File: src/hw/rtl/mrf_pkg.sv
`default_nettype none
package mrf_pkg;

    localparam int BYTE_W  = 8;
    localparam int CRC_W   = 16;
    localparam int STATE_W = 4;

    localparam logic [CRC_W-1:0]  CRC_POLY = 16'hA001;
    localparam logic [CRC_W-1:0]  CRC_SEED = 16'hFFFF;
    localparam logic [BYTE_W-1:0] SLAVE_ADDR_RESET = 8'd1;
    // A write frame body is four bytes; the first one loads this count.
    localparam logic [BYTE_W-1:0] WRITE_BYTES_LEFT = 8'd3;

    typedef struct packed {
        logic [STATE_W-1:0] frame_state;
        logic               frame_complete;
        logic               crc_error;
        logic               is_exception;
    } t_result;

endpackage
`default_nettype wire

File: src/hw/rtl/mrf_rx_if.sv
`default_nettype none
interface mrf_rx_if;
    logic                      valid;
    logic                      ready;
    logic [mrf_pkg::BYTE_W-1:0] rx_byte;

    modport source (output valid, output rx_byte, input ready);
    modport sink   (input valid, input rx_byte, output ready);
endinterface
`default_nettype wire

File: src/hw/rtl/mrf_res_if.sv
`default_nettype none
interface mrf_res_if;
    logic                        valid;
    logic                        ready;
    logic [mrf_pkg::STATE_W-1:0] frame_state;
    logic                        frame_complete;
    logic                        crc_error;
    logic                        is_exception;

    modport source (output valid, output frame_state, output frame_complete,
                    output crc_error, output is_exception, input ready);
    modport sink   (input valid, input frame_state, input frame_complete,
                    input crc_error, input is_exception, output ready);
endinterface
`default_nettype wire

File: src/hw/rtl/mrf_crc.sv
`default_nettype none
module mrf_crc (
    input  wire logic [mrf_pkg::CRC_W-1:0]  i_crc,
    input  wire logic [mrf_pkg::BYTE_W-1:0] i_byte,
    output logic      [mrf_pkg::CRC_W-1:0]  o_crc
);

    // Reflected CRC-16, one bit of the byte per step.
    always_comb begin
        logic [mrf_pkg::CRC_W-1:0] c;
        c = i_crc ^ {{(mrf_pkg::CRC_W - mrf_pkg::BYTE_W){1'b0}}, i_byte};
        for (int k = 0; k < mrf_pkg::BYTE_W; k++) begin
            if (c[0]) begin
                c = (c >> 1) ^ mrf_pkg::CRC_POLY;
            end else begin
                c = c >> 1;
            end
        end
        o_crc = c;
    end

endmodule
`default_nettype wire

File: src/hw/rtl/mrf_fsm.sv
`default_nettype none
module mrf_fsm (
    input  wire logic                        i_clk,
    input  wire logic                        i_rst_n,
    input  wire logic                        i_step,
    input  wire logic [mrf_pkg::BYTE_W-1:0]  i_byte,
    input  wire logic [mrf_pkg::BYTE_W-1:0]  i_slave_address,
    output mrf_pkg::t_result                 o_result
);

    typedef enum logic [mrf_pkg::STATE_W-1:0] {
        ST_WAIT       = 4'd0,
        ST_ADDR       = 4'd1,
        ST_EXC_FUNC   = 4'd2,
        ST_EXC_CODE   = 4'd3,
        ST_READ_FUNC  = 4'd4,
        ST_WRITE_FUNC = 4'd5,
        ST_PAYLOAD    = 4'd6,
        ST_LAST       = 4'd7,
        ST_CRC_LOW    = 4'd8,
        ST_COMPLETE   = 4'd9
    } t_state;

    t_state                      r_state, n_state;
    logic [mrf_pkg::BYTE_W-1:0]  r_bytes_left, n_bytes_left;
    logic [mrf_pkg::CRC_W-1:0]   r_crc, n_crc;
    logic [mrf_pkg::BYTE_W-1:0]  r_crc_low, n_crc_low;
    logic                        r_exc, n_exc;
    mrf_pkg::t_result            r_result, n_result;

    logic                        in_body;
    logic [mrf_pkg::CRC_W-1:0]   crc_in, crc_out;
    logic [3:0]                  nib;
    logic                        done, err;

    // Outside a frame the CRC restarts from the seed on the address byte.
    always_comb begin
        in_body = (r_state == ST_ADDR) || (r_state == ST_EXC_FUNC) ||
                  (r_state == ST_READ_FUNC) || (r_state == ST_WRITE_FUNC) ||
                  (r_state == ST_PAYLOAD);
        crc_in  = in_body ? r_crc : mrf_pkg::CRC_SEED;
    end

    mrf_crc u_crc (
        .i_crc  (crc_in),
        .i_byte (i_byte),
        .o_crc  (crc_out)
    );

    assign nib = i_byte[3:0];

    always_comb begin
        n_state      = r_state;
        n_bytes_left = r_bytes_left;
        n_crc        = r_crc;
        n_crc_low    = r_crc_low;
        n_exc        = r_exc;
        done         = 1'b0;
        err          = 1'b0;
        case (r_state)
            ST_ADDR: begin
                n_crc = crc_out;
                n_exc = 1'b0;
                if (i_byte[7]) begin
                    n_exc   = 1'b1;
                    n_state = ST_EXC_FUNC;
                end else if (nib inside {[4'd1:4'd4]}) begin
                    n_state = ST_READ_FUNC;
                end else if (nib inside {4'd0, 4'd5, 4'd6, 4'd15}) begin
                    n_state = ST_WRITE_FUNC;
                end else begin
                    n_state = ST_WAIT;
                end
            end
            ST_EXC_FUNC: begin
                n_crc   = crc_out;
                n_state = ST_EXC_CODE;
            end
            ST_EXC_CODE, ST_LAST: begin
                n_crc_low = i_byte;
                n_state   = ST_CRC_LOW;
            end
            ST_READ_FUNC: begin
                n_crc        = crc_out;
                n_bytes_left = i_byte;
                n_state      = (i_byte == '0) ? ST_LAST : ST_PAYLOAD;
            end
            ST_WRITE_FUNC: begin
                n_crc        = crc_out;
                n_bytes_left = mrf_pkg::WRITE_BYTES_LEFT;
                n_state      = ST_PAYLOAD;
            end
            ST_PAYLOAD: begin
                n_crc        = crc_out;
                n_bytes_left = r_bytes_left - 1'b1;
                if (n_bytes_left == '0) begin
                    n_state = ST_LAST;
                end
            end
            ST_CRC_LOW: begin
                if ((r_crc_low == r_crc[7:0]) && (i_byte == r_crc[15:8])) begin
                    done    = 1'b1;
                    n_state = ST_COMPLETE;
                end else begin
                    err     = 1'b1;
                    n_state = ST_WAIT;
                end
            end
            default: begin
                // Waiting, a completed frame, or a code that is never reached.
                if (i_byte == i_slave_address) begin
                    n_crc        = crc_out;
                    n_exc        = 1'b0;
                    n_bytes_left = '0;
                    n_state      = ST_ADDR;
                end else if (r_state != ST_COMPLETE) begin
                    n_state = ST_WAIT;
                end
            end
        endcase

        n_result.frame_state    = n_state;
        n_result.frame_complete = done;
        n_result.crc_error      = err;
        // A bad CRC still reports the flag of the frame that just ended.
        n_result.is_exception   = n_exc;
        if (err) begin
            n_exc = 1'b0;
        end
    end

    always_ff @(posedge i_clk) begin
        if (!i_rst_n) begin
            r_state      <= ST_WAIT;
            r_bytes_left <= '0;
            r_crc        <= mrf_pkg::CRC_SEED;
            r_crc_low    <= '0;
            r_exc        <= 1'b0;
        end else if (i_step) begin
            r_state      <= n_state;
            r_bytes_left <= n_bytes_left;
            r_crc        <= n_crc;
            r_crc_low    <= n_crc_low;
            r_exc        <= n_exc;
        end
    end

    always_ff @(posedge i_clk) begin
        if (i_step) begin
            r_result <= n_result;
        end
    end

    assign o_result = r_result;

endmodule
`default_nettype wire

File: src/hw/rtl/modbus_rtu_response_framer_core.sv
// An accepted byte is held in the input register, then stepped into the result register, which drives its beat.
// Throughput: one byte per cycle while the result side is ready; the CRC update and state step are done together.
// An input register and a result register part the two sides. While a result beat
// waits, the input register still takes one byte, and then the input stalls.
// Reset (synchronous, active low) returns to waiting, seeds the CRC with 0xFFFF,
// empties both registers, holds off the input and sets the slave address to 1.
`default_nettype none
module modbus_rtu_response_framer_core (
    input  wire logic                       i_clk,
    input  wire logic                       i_rst_n,
    input  wire logic                       i_cfg_we,
    input  wire logic [mrf_pkg::BYTE_W-1:0] i_cfg_wdata,
    mrf_rx_if.sink                          i_rx,
    mrf_res_if.source                       o_res
);

    logic [mrf_pkg::BYTE_W-1:0] r_slave_address;
    logic                       r_in_valid;
    logic [mrf_pkg::BYTE_W-1:0] r_in_byte;
    logic                       r_out_valid;
    logic                       step;
    mrf_pkg::t_result           result;

    // A held byte moves into the framer when the result register is free.
    assign step       = r_in_valid && (!r_out_valid || o_res.ready);
    assign i_rx.ready = i_rst_n && (!r_in_valid || step);

    always_ff @(posedge i_clk) begin
        if (!i_rst_n) begin
            r_slave_address <= mrf_pkg::SLAVE_ADDR_RESET;
        end else if (i_cfg_we) begin
            r_slave_address <= i_cfg_wdata;
        end
    end

    always_ff @(posedge i_clk) begin
        if (!i_rst_n) begin
            r_in_valid  <= 1'b0;
            r_out_valid <= 1'b0;
        end else begin
            if (i_rx.ready) begin
                r_in_valid <= i_rx.valid;
            end
            if (step) begin
                r_out_valid <= 1'b1;
            end else if (o_res.ready) begin
                r_out_valid <= 1'b0;
            end
        end
    end

    always_ff @(posedge i_clk) begin
        if (i_rx.valid && i_rx.ready) begin
            r_in_byte <= i_rx.rx_byte;
        end
    end

    mrf_fsm u_fsm (
        .i_clk           (i_clk),
        .i_rst_n         (i_rst_n),
        .i_step          (step),
        .i_byte          (r_in_byte),
        .i_slave_address (r_slave_address),
        .o_result        (result)
    );

    assign o_res.valid          = r_out_valid;
    assign o_res.frame_state    = result.frame_state;
    assign o_res.frame_complete = result.frame_complete;
    assign o_res.crc_error      = result.crc_error;
    assign o_res.is_exception   = result.is_exception;

endmodule
`default_nettype wire

File: src/flat_wrapper.sv
// flat-port wrapper written by rule: the top's interface ports become plain ports
module modbus_rtu_response_framer_core_flat 
  (i_clk, i_rst_n, i_cfg_we, i_cfg_wdata, i_rx_valid, i_rx_rx_byte, i_rx_ready, o_res_valid, o_res_frame_state, o_res_frame_complete, o_res_crc_error, o_res_is_exception, o_res_ready);
  mrf_rx_if i_rx_i ();
  mrf_res_if o_res_i ();
  input  wire logic i_clk;
  input  wire logic i_rst_n;
  input  wire logic i_cfg_we;
  input  wire logic [mrf_pkg::BYTE_W-1:0] i_cfg_wdata;
  input wire logic [$bits(i_rx_i.valid)-1:0] i_rx_valid;
  input wire logic [$bits(i_rx_i.rx_byte)-1:0] i_rx_rx_byte;
  output wire logic [$bits(i_rx_i.ready)-1:0] i_rx_ready;
  output wire logic [$bits(o_res_i.valid)-1:0] o_res_valid;
  output wire logic [$bits(o_res_i.frame_state)-1:0] o_res_frame_state;
  output wire logic [$bits(o_res_i.frame_complete)-1:0] o_res_frame_complete;
  output wire logic [$bits(o_res_i.crc_error)-1:0] o_res_crc_error;
  output wire logic [$bits(o_res_i.is_exception)-1:0] o_res_is_exception;
  input wire logic [$bits(o_res_i.ready)-1:0] o_res_ready;
  assign i_rx_i.valid = i_rx_valid;
  assign i_rx_i.rx_byte = i_rx_rx_byte;
  assign i_rx_ready = i_rx_i.ready;
  assign o_res_valid = o_res_i.valid;
  assign o_res_frame_state = o_res_i.frame_state;
  assign o_res_frame_complete = o_res_i.frame_complete;
  assign o_res_crc_error = o_res_i.crc_error;
  assign o_res_is_exception = o_res_i.is_exception;
  assign o_res_i.ready = o_res_ready;
  modbus_rtu_response_framer_core u_core (.i_clk(i_clk), .i_rst_n(i_rst_n), .i_cfg_we(i_cfg_we), .i_cfg_wdata(i_cfg_wdata), .i_rx(i_rx_i), .o_res(o_res_i));
endmodule
File: config.mk
export PLATFORM = sky130hd
export DESIGN_NAME = modbus_rtu_response_framer_core_flat
export DESIGN_NICKNAME = d
export VERILOG_FILES = /design/src/hw/rtl/mrf_pkg.sv /design/src/hw/rtl/mrf_rx_if.sv /design/src/hw/rtl/mrf_res_if.sv /design/src/hw/rtl/mrf_crc.sv /design/src/hw/rtl/mrf_fsm.sv /design/src/hw/rtl/modbus_rtu_response_framer_core.sv /design/src/flat_wrapper.sv
export SDC_FILE = /design/constraint.sdc
export NUM_CORES = 1
export LEC_CHECK = 0
export ABC_AREA = 1
export BUFFER_PORTS_ARGS = -buffer_cell sky130_fd_sc_hd__buf_2
export CORE_MARGIN = 8
export CORE_UTILIZATION = 65
export CTS_CLUSTER_SIZE = 40
export DETAILED_ROUTE_END_ITERATION = 10
export PLACE_DENSITY = 0.92
export SLEW_MARGIN = 5
export SYNTH_ARGS = -nofsm -noshare
export SYNTH_HDL_FRONTEND = slang
export SYNTH_HIERARCHICAL = 1
export SYNTH_SLANG_ARGS = --single-unit
File: constraint.sdc
create_clock -name i_clk -period 3.5 [get_ports i_clk]
set_clock_uncertainty 0.05 [all_clocks]
set_input_delay 0.7 -clock i_clk [delete_from_list [all_inputs] [get_ports i_clk]]
set_output_delay 0.7 -clock i_clk [all_outputs]
set_load 0.1 [all_outputs]
# ---- Yosys cells after proc, flatten, opt, wreduce, memory -nomap -nowiden
# Cells that the tools add are included.
# Widths: inputs -> output; s select.
dict set report totals {
  regBits 62
}
dict set report classes {
  n_addsub 1
  order_cmp 2
  eq_ne 15
  muxes 31
  bitwise_logic 11
  n_reduce_logical 28
}
# operator n
set op_table {}
lappend op_table {{$mux 16} 10}
lappend op_table {{$pmux 16 s2} 1}
lappend op_table {{$pmux 8 s4} 1}
lappend op_table {{$pmux 4 s7} 1}
lappend op_table {{$eq 4x3->1 const B} 6}
lappend op_table {{$eq 8x8->1} 3}
lappend op_table {{$not 2->3} 8}
lappend op_table {{$logic_not 8->1} 2}
lappend op_table {{$mux 4} 4}
lappend op_table {{$xor 16x8->16} 1}
lappend op_table {{$reduce_or 5->1} 2}
lappend op_table {{$mux 1} 9}
lappend op_table {{$mux 3} 3}
lappend op_table {{$eq 4x2->1 const B} 2}
lappend op_table {{$eq 4x4->1 const B} 2}
lappend op_table {{$mux 8} 1}
lappend op_table {{$reduce_bool 4->1} 2}
lappend op_table {{$sub 8x1->8 const B} 1}
lappend op_table {{$reduce_or 7->1} 1}
lappend op_table {{$logic_or 1x1->1} 6}
lappend op_table {{$reduce_and 3->1} 2}
lappend op_table {{$logic_and 1x1->1} 5}
lappend op_table {{$eq 4x1->1 const B} 1}
lappend op_table {{$ge 4x1->1 const B} 1}
lappend op_table {{10 further kinds} 13}

# ---- Depth between registers and ports, before layout
# Gate-level depths: netlist of the first run.
dict set report logic_depth {
  word_depth 25
  depth_mapped 22
  ltp_nobuf 22
}

# ---- Cells and area by module
# Netlist of the first run, hierarchy kept.
# module n_inst cells_each area_each_um2
set modules_own_cells {}
lappend modules_own_cells {mrf_fsm 1 397 2678.8}
lappend modules_own_cells {modbus_rtu_response_framer_core 1 56 599.3}
lappend modules_own_cells {mrf_crc 1 65 445.4}

# ---- Worst setup path after synthesis of the first run
# OpenSTA, ideal clock, no wires.
dict set report synth_path {
  path_type {reg-to-output}
  start {register u_core.r_out_valid, in the netlist u_core/o_res.valid}
  end {output i_rx_ready}
  arrival_time_ns 1.632
  required_time_ns 2.750
  slack_ns 1.118
  path_stages_with_launch 4
  n_path_buf 0
  path_cell_list {dfxtp_1 > nand3_1 > nand2_1 > inv_1}
}
dict set report synth_via {
  elab_chain_len 5
}
# element line_no
set synth_rtl {}
lappend synth_rtl {{start, declared} modbus_rtu_response_framer_core.sv:20} ;# logic r_out_valid;
lappend synth_rtl {{start signal, assigned} modbus_rtu_response_framer_core.sv:39} ;# r_out_valid <= 1'b0;
lappend synth_rtl {{start signal, assigned} modbus_rtu_response_framer_core.sv:45} ;# r_out_valid <= 1'b1;
lappend synth_rtl {{start signal, assigned} modbus_rtu_response_framer_core.sv:47} ;# r_out_valid <= 1'b0;
lappend synth_rtl {{$logic_not 1->1} modbus_rtu_response_framer_core.sv:25} ;# assign step = r_in_valid && (!r_out_valid || o_res.ready);
lappend synth_rtl {{$logic_or 1x1->1} modbus_rtu_response_framer_core.sv:25}
lappend synth_rtl {{$logic_and 1x1->1} modbus_rtu_response_framer_core.sv:25}
lappend synth_rtl {{$logic_or 1x1->1} modbus_rtu_response_framer_core.sv:26} ;# assign i_rx.ready = i_rst_n && (!r_in_valid || step);
lappend synth_rtl {{$logic_and 1x1->1} modbus_rtu_response_framer_core.sv:26}
lappend synth_rtl {{end, declared} flat_wrapper.sv:12} ;# output wire logic [$bits(i_rx_i.ready)-1:0] i_rx_ready;
# Every way passes these cells.

# ---- Worst setup path in the final report of the first run
dict set report layout_path {
  start {register u_core.u_fsm.r_state[3]}
  end {register u_core/u_fsm/r_crc[0] (netlist name)}
}
# element line_no
set layout_lines {}
lappend layout_lines {{start, declared} mrf_fsm.sv:24} ;# t_state r_state, n_state;
lappend layout_lines {{start signal, assigned} mrf_fsm.sv:140} ;# r_state <= n_state;
lappend layout_lines {{$eq 4x1->1 / $eq 4x2->1 (equally long branches)} mrf_fsm.sv:38} ;# in_body = (r_state == ST_ADDR) || (r_state == ST_EXC_FUNC) ||
lappend layout_lines {{$logic_or 1x1->1 (2 in a row)} mrf_fsm.sv:38}
lappend layout_lines {{$logic_or 1x1->1} mrf_fsm.sv:39} ;# (r_state == ST_READ_FUNC) || (r_state == ST_WRITE_FUNC) ||
lappend layout_lines {{$logic_or 1x1->1 *} mrf_fsm.sv:39}
lappend layout_lines {{$mux 16 *} mrf_fsm.sv:41} ;# crc_in = in_body ? r_crc : mrf_pkg::CRC_SEED;
lappend layout_lines {{named net u_core.u_fsm.crc_in, one bit} mrf_fsm.sv:32} ;# logic [mrf_pkg::CRC_W-1:0] crc_in, crc_out;
lappend layout_lines {{$xor 16x8->16 *} mrf_crc.sv:11} ;# c = i_crc ^ {{(mrf_pkg::CRC_W - mrf_pkg::BYTE_W){1'b0}}, i_byte};
lappend layout_lines {{$mux 16 * (8 in a row)} mrf_crc.sv:13} ;# if (c[0]) begin
lappend layout_lines {{named net u_core.u_fsm.crc_out, one bit} mrf_fsm.sv:32}
lappend layout_lines {{$mux 16} mrf_fsm.sv:111} ;# if (i_byte == i_slave_address) begin
lappend layout_lines {{$pmux 16 s2 *} mrf_fsm.sv:60} ;# case (r_state)
lappend layout_lines {{end signal, assigned} mrf_fsm.sv:136} ;# r_crc <= mrf_pkg::CRC_SEED;
lappend layout_lines {{end signal, assigned} mrf_fsm.sv:142} ;# r_crc <= n_crc;
lappend layout_lines {{end, declared} mrf_fsm.sv:26} ;# logic [mrf_pkg::CRC_W-1:0] r_crc, n_crc;
# Mark *: on every way through the listed nets, which the timed path passes. The rest lies on a longest branch. The select of a mux whose other input is x is not followed.
# A chain may end at the register's enable or synchronous reset.

==> results of run 1 <==
-- worst paths after layout --
check	start	to	slack, ns	cells after the start
setup / recovery	u_core/u_fsm/r_state[3]$_SDFFE_PN0P_	u_core/u_fsm/r_crc[0]$_SDFFE_PN1P_	0.89	20
hold / removal	u_core/u_fsm/r_crc_low[4]$_SDFFE_PN0P_	u_core/u_fsm/r_crc_low[4]$_SDFFE_PN0P_	0.42	2
setup reg to reg	u_core/u_fsm/r_state[3]$_SDFFE_PN0P_	u_core/u_fsm/r_crc[0]$_SDFFE_PN1P_	0.89	20
hold reg to reg	u_core/u_fsm/r_crc_low[4]$_SDFFE_PN0P_	u_core/u_fsm/r_crc_low[4]$_SDFFE_PN0P_	0.42	2
-- flip-flops by register name (all words and copies together), names as in the netlist --
name	flops
u_core/r_in_valid	1
u_core/u_fsm/r_state	4
u_core/r_in_byte	8
u_core/u_fsm/r_bytes_left	8
u_core/u_fsm/r_crc	16
u_core/u_fsm/r_crc_low	8
u_core/u_fsm/r_exc	1
u_core/o_res.valid	1
u_core/u_fsm/o_result	7
u_core/r_slave_address	8
-- per-stage QoR --
| step | utilization (%) | instances | setup slack, ns | area [µm²] | power (µW) |
|---|---|---|---|---|---|
| 2_1_floorplan | - | 518 | 1.118 | 3724 | 1043 |
| 3_3_place_gp | 70.10 | 606 | 1.175 | 3860 | 1089 |
| 3_5_place_dp | 70.10 | 606 | 1.033 | 3860 | 1100 |
| 4_1_cts | 73.46 | 622 | 1.010 | 4045 | 1687 |
| 5_1_grt | 73.46 | 622 | 0.7224 | 4045 | 1757 |
| 6_report | 73.46 | 622 | 0.8852 | 4045 | 1680 |
-- layout make-up --
cell class / count / area (µm²) / share of cell area, %
Clock buffer: 13 / 168.9 / 4.176
Clock inverter: 3 / 16.27 / 0.4021
Inverter: 79 / 299.0 / 7.393
Multi-Input combinational cell: 362 / 1919 / 47.45
Sequential cell: 62 / 1391 / 34.40
Tap cell: 72 / 90.09 / 2.227
Timing Repair Buffer: 31 / 160.2 / 3.959
-- metal layers --
metal	track usage (%)	vias to the layer above
met5	0	-
met4	13.64	0
met3	6.357	42
met2	35.41	186
met1	23.18	1533
li1	-	1681
-- worst reg2reg max path, cell delays in order (launching register included) --
cell and delay, ns:
dfxtp_1 0.37, nor2_2 0.20, nand3_2 0.11, nand2_1 0.09, inv_2 0.06, nand2_4 0.18
nand2_1 0.14, inv_1 0.12, nand2_2 0.07, nand2_4 0.10, nand2_4 0.07, nand2_4 0.10
nand2_2 0.07, nand3_1 0.08, nand3_1 0.13, nand3_1 0.18, nand2_2 0.08, nand2_1 0.07
nand2_1 0.06, nand2_1 0.08, o211ai_2 0.07
-- cell usage in the layout (no fill, tap or decap), drive strengths merged --
cell	count
clkinv	2
or2	1
a21oi	25
nor2	50
nand2	177
o211ai	15
o221ai	2
buf	31
nand3	31
clkbuf	13
nand4	4
inv	80
nand3b	1
xor2	11
dfxtp	47
edfxtp	15
ha	2
xnor2	16
o21ai	21
o22ai	6
-- where the power goes --
| part | switching [µW] | internal [µW] | leakage (µW) | total, µW |
|---|---|---|---|---|
| logic | 210 | 91.2 | 0.00139 | 301 |
| registers | 27.0 | 767 | 0.000527 | 794 |
| clock network | 273 | 313 | 0.0000997 | 586 |
-- cells by family (layout without fill, tap and decap cells) --
logic type      after synthesis  in the layout  share of synthesized area (%)
xor+xnor                     27             27                          6.754
fa+ha+maj                     2              2                         0.6719
flops                        62             62                          37.37
buf+inv                      94            126                          11.09
simple gates                264            264                          31.32
compound gates               69             69                          12.80
==> metrics.txt, run 1 <==
status=finished clean; highest metal layer with signal wires=met4; crit-path most repeated cell=nand2_1; syn nets=541; Setup Fix Bufs, Post-CTS=0; maxcap violations=0; Post-DRT Antenna Nets=0; CP endpoint kind=register; Vias/cell=5.534; Tcrit/Tclk final=74.71%; Initial Utilization=67.62%; clk buf depth=2; ranking of synthesized cells by area=dfxtp_1 25%, nand2_1 16%, edfxtp_1 12%, inv_1 7.1%, o211ai_2 5.0%; Root Driver=clkbuf_8; Fmax=0.3824 GHz; CTS tree=done; WL met1=3469 µm; antenna cells=0; met2 wire length=4059 µm; PD cells=415.4 nW/µm²; mapped cell area=3724 µm²; Post-Syn Instances=518; syn avg cell area=7.188 µm²; Die W=91.69 µm; number of DRC markers in iteration 0=346; Ys Warns=6; register area share after synthesis=37.37%; Setup TNS=0 ns; die height=91.69 µm; # DRC=0; CTS Sinks=62; Post-synth EDFFs=15; GPL Wtd Cong=0.9616; row cnt=27; # hold bufs at CTS=0; pin count of the biggest net entering global routing=34; critical path class=reg2reg; Layout area overhead=8.636%; crit path launch type=register; synth unique cells=32; final setup fails=0; Synth Flop Type=dfxtp_1; grt ovf=0; Slowest-stage cell, CP=dfxtp_1; FFs w/ async S/R, synth=0%; Final nets=568; WP buf/inv=2; top-count cell post-synth=nand2_1; post-DP HPWL=6223 µm; CP max stage delay=0.37 ns; Peak VDD IR=0.3279 mV; drt first pass iters=6; share of Yosys cell area claimed by the top area cell type=25.27%; Worst Path Max Fanout=17; H-tree depth=3; first-pass GRT wire length=14550 µm; routed len/inst=13.89 µm; clock latency on the worst-skew pair=0.35 ns; CP delay by family, top=simple AND/OR/NAND/NOR gates; met3 wire len=716 µm; Die ar.=8406 µm²; final slew viol count=0; IO Count=30; worst-margin pin slew=0.6643 ns; PortBufs=29; Final Hold Vio Count=0; RSZ-0062 raised after global routing=no; Rel. slew slack=55.55%; initial antenna violation count=0; Resized cells post-CTS=0; Leak=0.002015 µW; register bit count reported by yosys=62; CP required=3.67 ns; minimum clock period=2.615 ns; core area=5507 µm²; layout cells sized above 1=18.55%; total number of vias=3442; CP Cell Sequence=nor2_2 -> nand3_2 -> nand2_1 -> inv_2 -> nand2_4 -> nand2_1 -> inv_1 -> nand2_2 -> nand2_4 -> nand2_4 -> nand2_4 -> nand2_2 -> nand3_1 -> nand3_1 -> nand3_1 -> nand2_2 -> nand2_1 -> nand2_1 -> nand2_1 -> o211ai_2; crit path DAT=2.78 ns; CTS clk-pin slew, worst paths=0.06 ns; final WL=8637 µm; worst hold slack=0.4157 ns; fill cell count=417; Tot GR Track Use=21.27%; CTS buffer count=9; worst hold path type=reg2reg; vias in the first global route=3338; commonest cells in the synthesized netlist=157 x nand2_1, 70 x inv_1, 48 x nor2_1; cell accounting for the most synthesized area=dfxtp_1
No activity file was read; power rests on OpenSTA's default activity.
==> run 2, diff against run 1 <==
Settings changed: CORE_UTILIZATION 65 to 54, PLACE_DENSITY 0.92 to 0.82.
Clock period 3.5 ns to 2.2 ns, I/O delays scaled along.
==> run 2 against run 1 <==
Via count did not move. Power grew 65%. Final cell count up 6.1%. Sequential share of layout area fell by 2.8 points. Non-clock buffer count is 29 higher. First-iteration DRC count decreased by 37%. Sequential cell count is the same. The flow now finishes with violations (setup timing). Fmax up 19%. Global-route usage shrank 2.5 points. Clock-buffer cell count down 1. Highest routed layer unchanged. Largest power group unchanged. Combinational power up 100%. Critical endpoint unchanged.
==> metrics.txt, run 2 (synthesis results as in run 1) <==
status=complete, but fails checks; failing checks=setup timing; Leak=0.002234 µW; Root Driver=clkbuf_8; worst-margin pin slew=0.5007 ns; Post-DRT Antenna Nets=0; Worst Path Max Fanout=5; Non-Filler Instances=660; drt first pass iters=4; Final Worst Setup Slack=-0.002649 ns; CTS clk-pin slew, worst paths=0.07 ns; critical path class=reg2reg; fill cell count=557; Die ar.=9809 µm²; clock latency on the worst-skew pair=0.35 ns; PortBufs=29; M1 GR Usage=21.07%; number of DRC markers in iteration 0=217; total number of vias=3442; CTS buffer count=9; row cnt=30; most frequent cells in the layout=148 x nand2_1, 66 x inv_1, 48 x nor2_1; final slew viol count=0; CP max stage delay=0.37 ns; Initial Utilization=55.42%; initial antenna violation count=0; final setup fails=1; IO Count=30; final WL=9107 µm; pin count of the biggest net entering global routing=32; Power Total=2773 µW; Tot GR Track Use=18.75%; # DRC=0; Final Hold Vio Count=0; clk buf depth=2; DP Area=4024 µm²; Final nets=598; CTS tree=done; most common cell after layout, fill and taps aside=nand2_1; core area=6719 µm²; CTS Sinks=62; grt ovf=0; pre-CTS setup slack=-0.08905 ns; GPL Wtd Cong=0.9940; crit-path most repeated cell=nand2_2; H-tree depth=3; CP Cell Sequence=nor2_4 -> nand3_2 -> nand2_2 -> inv_4 -> nand2_8 -> nand2_2 -> xnor2_2 -> buf_4 -> nand3_2 -> nand3_1 -> nand3_2 -> nand2_2 -> nand2_2 -> nand3_1 -> nand2_1 -> nand2_1 -> o211ai_2; crit path launch type=register; Peak VDD IR=0.6374 mV; Die W=99.04 µm; Layout area overhead=19.59%; PD cells=622.6 nW/µm²; CP endpoint kind=register; Fmax=0.4540 GHz; routed len/inst=13.80 µm; crit path DAT=2.37 ns; RSZ-0062 raised after global routing=yes; Vias/cell=5.215; Reg with most FFs=u_core/u_fsm/r_crc; Tcrit/Tclk final=100.1%; max reg flops=16; worst hold path type=in2reg; antenna cells=0; GR peak layer=met2; CP required=2.37 ns; M3 GR Usage=5.567%; Rel. slew slack=66.54%; WP buf/inv=2; fin area=4453 µm²; post-DP HPWL=6333 µm; maxcap violations=0; Slowest-stage cell, CP=dfxtp_4; die height=99.04 µm; CP delay by family, top=simple AND/OR/NAND/NOR gates; first-pass GRT wire length=14830 µm; # hold bufs at CTS=0; worst hold slack=0.2187 ns; GR Layer Usage met2=31.76%; layout cells sized above 1=27.24%; minimum clock period=2.203 ns; vias in the first global route=3378; placed cells=631
[run 2: cell type report]
class / instances / area (µm²) / area share [%]
clock buffer: 12 / 155.1 / 3.484
clock inverter: 4 / 21.27 / 0.4777
inverter: 79 / 304.0 / 6.828
multi-input combinational: 363 / 2073 / 46.56
sequential: 62 / 1406 / 31.58
tap: 80 / 100.1 / 2.248
timing repair buffer: 60 / 392.9 / 8.823
[run 2: timing repair]
item / in CTS / in global routing
gates resized for setup: 7 / 35
setup buffers: 4 / 8
pin swaps: 2 / 19
setup endpoints to repair: 5 / 5
gates cloned: 1 / 0
[run 2: power breakdown]
part	switching (µW)	internal (µW)
clock network	442	463
logic	376	227
registers	46.0	1220
[run 2: worst paths after layout]
path                                                              from                                     end  slack (ns)  cells past startpoint
worst max-delay path              u_core/u_fsm/r_state[3]$_SDFFE_PN0P_      u_core/u_fsm/r_crc[0]$_SDFFE_PN1P_      -0.003                     17
worst min-delay path                                   i_rx_rx_byte[6]           u_core/r_in_byte[6]$_DFFE_PP_        0.22                      1
worst max register to register    u_core/u_fsm/r_state[3]$_SDFFE_PN0P_      u_core/u_fsm/r_crc[0]$_SDFFE_PN1P_      -0.003                     17
worst min register to register  u_core/u_fsm/r_crc_low[3]$_SDFFE_PN0P_  u_core/u_fsm/r_crc_low[3]$_SDFFE_PN0P_        0.42                      2
[run 2: per-layer routing]
layer,wire [µm],vias up
li1,-,1744
met1,3876,1567
met2,4386,103
met3,533,28
met4,310,0
met5,0,-
[run 2: metrics by stage]
step | TNS, ns | utilization [%]
finish | -0.002649 | 66.28
global route | -0.5208 | 66.28
CTS | 0 | 63.28
detailed placement | -0.1454 | 59.89
global placement | 0 | 59.89
floorplan | 0 | -
